File: config.mk
export PLATFORM = sky130hd
export DESIGN_NAME = swmm_cell
export DESIGN_NICKNAME = d
export VERILOG_FILES = /design/src/rtl/core/swmm_pkg.sv /design/src/rtl/core/swmm_cell.sv
export SDC_FILE = /design/constraint.sdc
export NUM_CORES = 1
export LEC_CHECK = 0
export ABC_CLOCK_PERIOD_IN_PS = 3200
export BUFFER_PORTS_ARGS = -buffer_cell sky130_fd_sc_hd__buf_4
export CORE_UTILIZATION = 45
export CTS_BUF_LIST = sky130_fd_sc_hd__clkbuf_4 sky130_fd_sc_hd__clkbuf_8
export DETAILED_ROUTE_END_ITERATION = 6
export GPL_TIMING_DRIVEN = 0
export HOLD_SLACK_MARGIN = 0.15
export PLACE_DENSITY_LB_ADDON = 0.08
export SYNTH_ARGS = -nofsm -noshare
export SYNTH_HDL_FRONTEND = slang
export SYNTH_SLANG_ARGS = --single-unit
File: constraint.sdc
create_clock -name clk -period 3.2 [get_ports clk]
set_clock_uncertainty 0.2 [all_clocks]
set_input_delay 0.48 -clock clk [delete_from_list [all_inputs] [get_ports clk]]
set_output_delay 0.48 -clock clk [all_outputs]
set_load 0.02 [all_outputs]
File: src/rtl/core/swmm_pkg.sv
package swmm_pkg;

	localparam int WINDOW_MAX = 64;
	localparam int DATA_W = 32;
	localparam int LEN_W = 7;
	localparam int AGE_W = $clog2(WINDOW_MAX + 1);

	typedef logic signed [DATA_W-1:0] sample_t;
	typedef logic [LEN_W-1:0] len_t;
	typedef logic [AGE_W-1:0] age_t;

	// one candidate of a monotonic list
	typedef struct packed {
		logic valid;
		sample_t value;
		age_t age;
	} entry_t;

	typedef struct packed {
		entry_t min_e;
		entry_t max_e;
	} pair_t;

	// what a cell shows its neighbours: aged entries and whether they survive the new word
	typedef struct packed {
		logic keep_min;
		logic keep_max;
		pair_t aged;
	} link_t;

endpackage

File: src/rtl/core/swmm_cell.sv
module swmm_cell (
	input logic clk,
	input logic arst_n,
	input logic clear,
	input logic advance,
	input logic restart,
	input logic is_head,
	input swmm_pkg::sample_t sample,
	input logic drop_min,
	input logic drop_max,
	input logic prev_keep_min,
	input logic prev_keep_max,
	input swmm_pkg::link_t next_link,
	output swmm_pkg::link_t link,
	output swmm_pkg::pair_t upd
);

	swmm_pkg::pair_t cur_q;
	swmm_pkg::entry_t aged_min;
	swmm_pkg::entry_t aged_max;

	function automatic swmm_pkg::entry_t age_entry(input swmm_pkg::entry_t e);
		swmm_pkg::entry_t r;
		r = e;
		if (e.age < swmm_pkg::AGE_W'(swmm_pkg::WINDOW_MAX)) begin
			r.age = e.age + swmm_pkg::AGE_W'(1);
		end
		return r;
	endfunction

	// keep the surviving source, or take the new word just behind the last survivor
	function automatic swmm_pkg::entry_t pick(input swmm_pkg::entry_t src_e, input logic src_keep,
			input logic prev_keep, input swmm_pkg::sample_t s);
		swmm_pkg::entry_t r;
		r = '0;
		if (src_keep) begin
			r = src_e;
		end else if (prev_keep) begin
			r.valid = 1'b1;
			r.value = s;
			r.age = '0;
		end
		return r;
	endfunction

	always_comb begin
		aged_min = age_entry(cur_q.min_e);
		aged_max = age_entry(cur_q.max_e);
		link.aged.min_e = aged_min;
		link.aged.max_e = aged_max;
		link.keep_min = aged_min.valid && (aged_min.value < sample) && !restart;
		link.keep_max = aged_max.valid && (aged_max.value > sample) && !restart;
	end

	// a drop at the front shifts the whole list one cell towards the head
	// the head takes the new word when nothing behind it survives
	always_comb begin
		if (drop_min) begin
			upd.min_e = pick(next_link.aged.min_e, next_link.keep_min,
				link.keep_min || is_head, sample);
		end else begin
			upd.min_e = pick(aged_min, link.keep_min, prev_keep_min, sample);
		end
		if (drop_max) begin
			upd.max_e = pick(next_link.aged.max_e, next_link.keep_max,
				link.keep_max || is_head, sample);
		end else begin
			upd.max_e = pick(aged_max, link.keep_max, prev_keep_max, sample);
		end
	end

	always_ff @(posedge clk or negedge arst_n) begin
		if (!arst_n) begin
			cur_q <= '0;
		end else if (clear) begin
			cur_q.min_e.valid <= 1'b0;
			cur_q.max_e.valid <= 1'b0;
		end else if (advance) begin
			cur_q <= upd;
		end
	end

endmodule

# Yosys cells after proc, flatten, opt, wreduce, memory -nomap -nowiden
# Cells that the tools add are included.
[word_totals]
ff_bits = 80
latchBits = 0
ram_bits = 0
mem_bits_ro = 0
elab_cells = 37
mem_count = 0
[classes]
add_sub_neg = 2
mul = 0
div_mod_pow = 0
order_cmp = 4
eq_ne = 0
shifts = 0
mux = 15
bitwise = 1
n_reduce_logical = 9
[ops]
columns = ["cell", "n"]
rows = [
  ["two-way mux 40 bit", 10],
  ["two-way mux 80 bit", 1],
  ["greater-than comparator 32 bit", 1],
  ["< comparator 32 bit", 1],
  ["adder 7 x 1 -> 7 bit (second input constant)", 2],
  ["< comparator 7 bit (second input constant)", 2],
  ["two-way mux 7 bit", 2],
  ["logical AND 1 bit", 4],
  ["logical OR 1 bit", 2],
  ["two-way mux 1 bit", 2],
  ["AND reduction 2 bit", 1],
  ["nonzero test 2 bit", 1],
  ["zero test 1 bit", 1],
  ["inverter 1 bit", 1],
]

# Logic depth before layout (Yosys ltp)
# Gate-level depths: netlist of the first run.
[depth]
depth_word = 9
ltp_mapped = 13
depth_no_buf = 11

# Worst setup path after synthesis of the first run
# No wires, ideal clock.
[synth_path]
path_kind = "input port to output port"
startpoint = "input sample[29]"
endpoint = "output upd[10] in the netlist's numbering"
arrival_ns = 3.058
required_time_ns = 2.520
path_slack_ns = -0.538
stages = 12
path_buffers = 2
cell_sequence = "inv_1 ha_1 a21oi_1 o21bai_1 a2111o_1 o32a_1 nor2b_1 buf_2 o21ai_1 clkbuf_1 a21oi_1 a21oi_1"
[synth_rtl]
columns = ["element", "line_no", "text"]
rows = [
  ["start: declaration", "swmm_cell.sv:8", "input swmm_pkg::sample_t sample,"],
  ["end: declaration", "swmm_cell.sv:15", "output swmm_pkg::pair_t upd"],
]

==> results of run 1 <==
-- area by class of cell --
type	count	area, um^2	share of cell area
clock inverter	5	55.1	0.00357
inverter	50	230	0.0149
clock buffer	11	151	0.00983
multi-input combinational	950	7910	0.513
sequential	80	2020	0.131
tap	265	332	0.0215
timing repair buffer	402	3600	0.234
buffer	155	1100	0.0717
-- final timing paths --
kind,startpoint,to,cells past startpoint
min,next_link[47],link[47],3
min reg2reg,link[79],link[79],1
max,link[36],upd[37],13
max in group asynchronous,arst_n,link[22],2
min in group asynchronous,arst_n,link[60],2
max reg2reg,link[36],link[35],16
-- metal layers --
layer	share of wire	wire, um
met1	0.38	16000
met2	0.47	19800
met3	0.088	3680
met4	0.052	2160
met5	0	0
-- repair_timing --
| item | 4_1_cts | 5_1_grt |
|---|---|---|
| endpoints found under the hold margin | 12 | 0 |
| hold buffers | 2 | 0 |
| resized for setup | 214 | 165 |
| setup buffers | 65 | 53 |
| setup endpoints to repair | 158 | 161 |
| cloned | 6 | 4 |
| pin swaps | 46 | 77 |
-- flip-flops by register name (all words and copies together) (netlist names) --
register	flops
cur_q	14
link	66
-- critical path, cell delays in order, from the launching register on --
cell and delay, ns:
dfrtp_2 0.43, ha_4 0.25, a21oi_4 0.14, o21bai_4 0.11, a2111o_1 0.33, o32a_1 0.36, nor2b_1 0.15, buf_4 0.17
nor2_4 0.16, buf_6 0.16, buf_12 0.14, mux2i_1 0.27, a21oi_2 0.12, buf_4 0.20
-- layout by cell type, fill, tap and decap left out, types with 13 or more instances in the layout --
master,netlist,layout
nor2_1,137,136
buf_4,69,349
a211oi_1,36,28
and2_1,33,31
inv_1,49,40
mux2_4,0,17
a21oi_1,144,100
nor2b_1,29,28
ha_1,65,46
nand3_4,0,14
dfrtp_1,80,62
nand3_2,0,17
a21oi_2,0,42
mux2i_2,0,15
o21ai_0,42,34
ha_4,0,17
dfrtp_2,0,18
and3_1,24,24
o31ai_1,30,29
nand2_1,160,146
mux2i_4,0,31
a41oi_2,15,25
buf_12,0,18
nand2_4,0,13
clkbuf_1,70,55
buf_6,3,107
-- cells by family (layout without fill, tap and decap cells) --
kind of cell,after synthesis,after routing,share of synthesized area
buf+inv,206,623,0.117
mux,75,75,0.0850
fa+ha+maj,65,65,0.0888
xor+xnor,10,10,0.00956
flops,80,80,0.219
simple gates,465,465,0.234
compound gates,335,335,0.248
-- cell usage after synthesis, types with 15 or more instances --
master and instances:
dfrtp_1 80, a41oi_1 16, clkbuf_1 70, mux2i_1 53, nand3_1 39, a41oi_2 15, nand2_1 160, ha_1 65
buf_4 69, o21ai_0 42, and2_1 33, inv_1 49, and3_1 24, a21oi_1 144, nor2b_1 29, mux2_2 22
nor2_1 137, o31ai_1 30, a211oi_1 36
-- power groups by stage --
stage          combinational (mW)  clock [mW]  sequential [mW]
2_1_floorplan                1.60           0             1.31
3_5_place_dp                 2.46           0             1.38
4_1_cts                      2.86       0.859             1.36
3_3_place_gp                 2.42           0             1.38
5_1_grt                      3.35       0.901             1.39
6_report                     3.16       0.874             1.38
==> results.tsv, run 1 <==
metric	value	unit
status	finished, violations left	
failing checks	setup timing	
Post-Syn Nets	1425	
VDD IR-drop max	0.241	mV
setup ws final	-0.867	ns
maxcap violations	0	
Area after DPL	12500	um^2
clock latency on the worst-skew pair	0.41	ns
dpl ws	-1.22	ns
cell count after placement	1785	
clk buf depth	2	
total iterations of the first detailed-routing run	6	
first-pass GRT wire length	58600	um
Final Util	0.781	
worst slew pin tran	1.23	ns
RSZ-0062 raised after global routing	yes	
Initial DRC Count	864	
fin crit period	4.07	ns
crit start category	flip-flop	
starting density of the core	0.465	
root buffer cell	clkbuf_8	
GRT overflow	0	
syn_area_per_cell	7.41	um^2
pin count of the biggest net entering global routing	81	
Logic pwr share	0.584	
final instance area	15400	um^2
Slew Viols, Final	0	
Layout Nets	1837	
worst hold slack	0.168	ns
fin cells	1918	
CTS Buf Count	9	
Area Growth Syn to Fin	68.1	%
met2 GRT Util	0.606	
clk slew on worst S/H paths	0.09	ns
Post-DRT Antenna Nets	0	
DP Wirelength	27200	um
total negative slack	-74.93	ns
post-synth top area cell	dfrtp_1	
Flop pwr share	0.254	
worst path required time	2.52	ns
port bufs	284	
Seq/Total Area, Yosys	0.219	
Final Total Pwr	5.41	mW
Synth Warn #	0	
total track usage	0.370	
# rows	51	
Filler Cell Count	1375	
Net Sw Power	2.33	mW
endpoints failing setup	144	
ranking of synthesized cells by area	dfrtp_1 (22%), ha_1 (8.9%), a21oi_1 (7.9%), nand2_1 (6.6%), mux2i_1 (5.8%)	
vias in the first global route	10800	
FF-to-FF setup slack	-0.40	ns
Die Wd	145	um
clock power share	0.162	
M1 GR Usage	0.466	
CTS tree	built	
Yosys cell types	62	
Die Area	20900	um^2
final hold violations	0	
Synth top area share	0.219	
FMAX	246	MHz
Pint	3.08	mW
H-tree Lvls	3	
period utilization	1.27	
DRC Markers	0	
asr flop ratio synth	1.00	
clk sink count	80	
core area	19700	um^2
hold crit path type	in2reg	
number of antenna violations at the first check in global routing	0	
Leak	6.96	nW
Worst Setup End Kind	output port	
share of cells above drive strength 1	0.489	
gr busiest metal	met2	
Rel. slew slack	0.181	
wire length per cell	21.7	um
cells after synthesis	1236	
DRT Wirelength	41600	um
GR Util met3	0.0648	
Inserted Diodes	0	
Worst Path Arrival	3.39	ns
#FFs+latches synth	80	
CP Max Fanout	5	
die height	145	um
via/cell ratio	6.05	
Pwr per Cell Area	351	nW/um^2
number of synthesized flops with an enable pin	0	
cell area after synthesis	9160	um^2
critical path type	reg2out	
IO Count	286	
Vias	11600	
switching power share of the total	0.431	
top_reg_cell synth	dfrtp_1	
GPL Wtd Cong	0.918	
(Power assumes the default switching activity.)
==> inputs of run 2 (changes only) <==
CORE_ASPECT_RATIO = 1.4   (was default)
PLACE_DENSITY = 0.79   (was default)
PLACE_DENSITY_LB_ADDON = default   (was 0.08)
==> results.tsv, run 2 (synthesis gave the netlist of run 1 again) <==
metric	value	unit	change
fin cells	1901		was 1918
starting density of the core	0.460		was 0.465
vias in the first global route	11300		was 10800
die height	171	um	was 145 um
CTS tree	built		unchanged
IO Count	286		unchanged
Leak	6.90	nW	was 6.96 nW
endpoints failing setup	142		was 144
clk sink count	80		unchanged
Worst Setup End Kind	output port		unchanged
first-pass GRT wire length	59500	um	was 58600 um
Die Area	20900	um^2	about the same
Vias	12000		was 11600
CTS Buf Count	9		unchanged
via/cell ratio	6.34		was 6.05
GPL Wtd Cong	0.928		was 0.918
RSZ-0062 raised after global routing	yes		unchanged
VDD IR-drop max	0.206	mV	was 0.241 mV
core area	19900	um^2	was 19700 um^2
total track usage	0.372		was 0.370
period utilization	1.33		was 1.27
H-tree Lvls	3		unchanged
Rel. slew slack	0.196		was 0.181
FMAX	235	MHz	was 246 MHz
clk slew on worst S/H paths	0.10	ns	was 0.09 ns
Initial DRC Count	1457		was 864
number of antenna violations at the first check in global routing	0		unchanged
Die Wd	123	um	was 145 um
clk buf depth	2		unchanged
Pint	3.00	mW	was 3.08 mW
Layout Nets	1833		was 1837
Final Util	0.774		was 0.781
reg2reg start	link[48]		was link[36]
Hold EP	link[47]		unchanged
failing checks	setup timing		unchanged
Inserted Diodes	0		unchanged
critical path type	reg2out		unchanged
hold_sp	next_link[47]		unchanged
wire length per cell	22.7	um	was 21.7 um
worst reg2reg path depth	13		was 16
setup ws final	-1.05	ns	was -0.867 ns
hold crit path type	in2reg		unchanged
FF-to-FF setup slack	-0.26	ns	was -0.40 ns
DP Wirelength	27800	um	was 27200 um
crit start category	flip-flop		unchanged
fin crit period	4.25	ns	was 4.07 ns
status	finished, violations left		unchanged
Pwr per Cell Area	350	nW/um^2	was 351 nW/um^2
# rows	61		was 51
Worst Path Arrival	3.57	ns	was 3.39 ns
worst path required time	2.52	ns	about the same
worst slew pin tran	1.21	ns	was 1.23 ns
WHS Path Cells	3		unchanged
most frequent cells in the layout	buf_4 (340), nand2_1 (138), nor2_1 (135)		was buf_4 (349), nand2_1 (146), nor2_1 (136)
Flop pwr share	0.251		was 0.254
cell count after placement	1772		was 1785
clock power share	0.145		was 0.162
Slew Viols, Final	0		unchanged
Final Total Pwr	5.40	mW	was 5.41 mW
share of cells above drive strength 1	0.489		about the same
Worst R2R End	cur_q[44]		was link[35]
GRT overflow	0		unchanged
final hold violations	0		unchanged
max reg flops	66		unchanged
pin count of the biggest net entering global routing	81		unchanged
CP Max Fanout	5		unchanged
Area Growth Syn to Fin	68.4	%	was 68.1%
DRC Markers	0		unchanged
maxcap violations	0		unchanged
Logic pwr share	0.604		was 0.584
switching power share of the total	0.445		was 0.431
Post-DRT Antenna Nets	0		unchanged
port bufs	284		unchanged
root buffer cell	clkbuf_8		unchanged
most common cell after layout, fill and taps aside	buf_4		unchanged
total iterations of the first detailed-routing run	7		was 6
Net Sw Power	2.41	mW	was 2.33 mW
DRT Wirelength	43100	um	was 41600 um
clock latency on the worst-skew pair	0.41	ns	about the same
[run 2: cell types whose count changed in the layout (fill, tap and decap cells not counted), moves of 7 or more]
cell,before,now
o21ai_1,2,13
buf_4,349,340
nand2_2,4,17
a21oi_1,100,107
nand2_1,146,138
o21ai_0,34,23
[run 2: layer usage]
layer	wire length, um	global-route usage
met3	4070	0.0660
met4	2920	0.235
met5	0	0
met2	21300	0.630
met1	14800	0.427
[run 2: repair_timing]
| item | in CTS | in global routing |
|---|---|---|
| endpoints found under the setup margin | 158 | 153 |
| pin swaps | 38 | 74 |
| cloned | 5 | 4 |
| endpoints found under the hold margin | 10 | 0 |
| hold buffers | 2 | 0 |
| resized for setup | 166 | 232 |
| buffers inserted | 64 | 52 |
[run 2: cell type report]
| cell class | count | area [um^2] |
|---|---|---|
| tap | 252 | 315 |
| multi-input combinational | 950 | 7910 |
| buffer | 156 | 1140 |
| fill | 1281 | 4500 |
| clock buffer | 9 | 124 |
| clock inverter | 7 | 56.3 |
| inverter | 50 | 230 |
| timing repair buffer | 397 | 3620 |
| sequential | 80 | 2030 |
[run 2: worst max-delay path by stage]
stage / endpoint / depth (start not counted) / from / slack (ns)
finish: upd[30] / 14 / link[20] / -1.05
global route: upd[30] / 13 / link[33] / -1.12
CTS: upd[60] / 12 / link[48] / -0.81
detailed placement: upd[71] / 13 / sample[11] / -0.97
global placement: upd[78] / 13 / sample[17] / -0.94
floorplan: upd[71] / 10 / sample[1] / -0.14
[run 2: power groups by stage]
| stage | Combinational [mW] | Clock, mW | Sequential, mW |
|---|---|---|---|
| final | 3.26 | 0.782 | 1.36 |
| after global routing | 3.43 | 0.817 | 1.37 |
| after CTS | 2.85 | 0.759 | 1.34 |
| after global placement | 2.42 | 0 | 1.38 |
| after detailed placement | 2.46 | 0 | 1.39 |
| after floorplan | 1.60 | 0 | 1.31 |
[run 2: critical path, cell delays in order, from the launching register on]
cell,delay [ns]
dfrtp_2,0.45
ha_4,0.26
a21oi_2,0.14
nor2_1,0.08
a2111o_1,0.35
o32a_1,0.42
nor2b_1,0.17
buf_4,0.17
nor2_4,0.11
buf_12,0.15
buf_12,0.12
buf_16,0.13
mux2i_1,0.28
a21oi_2,0.13
buf_6,0.19
[run 2: stage by stage]
stage                     cell area [um^2]  worst slack, ns  hold WS, ns  setup TNS [ns]
after floorplan                      10000           -0.142      -0.0156           -6.39
final                                15400            -1.05        0.141          -75.03
after global placement               12400           -0.936        0.334          -91.38
after CTS                            14100           -0.814        0.154          -56.02
after global routing                 15400            -1.12        0.150          -79.46
after detailed placement             12400           -0.974        0.345          -96.74
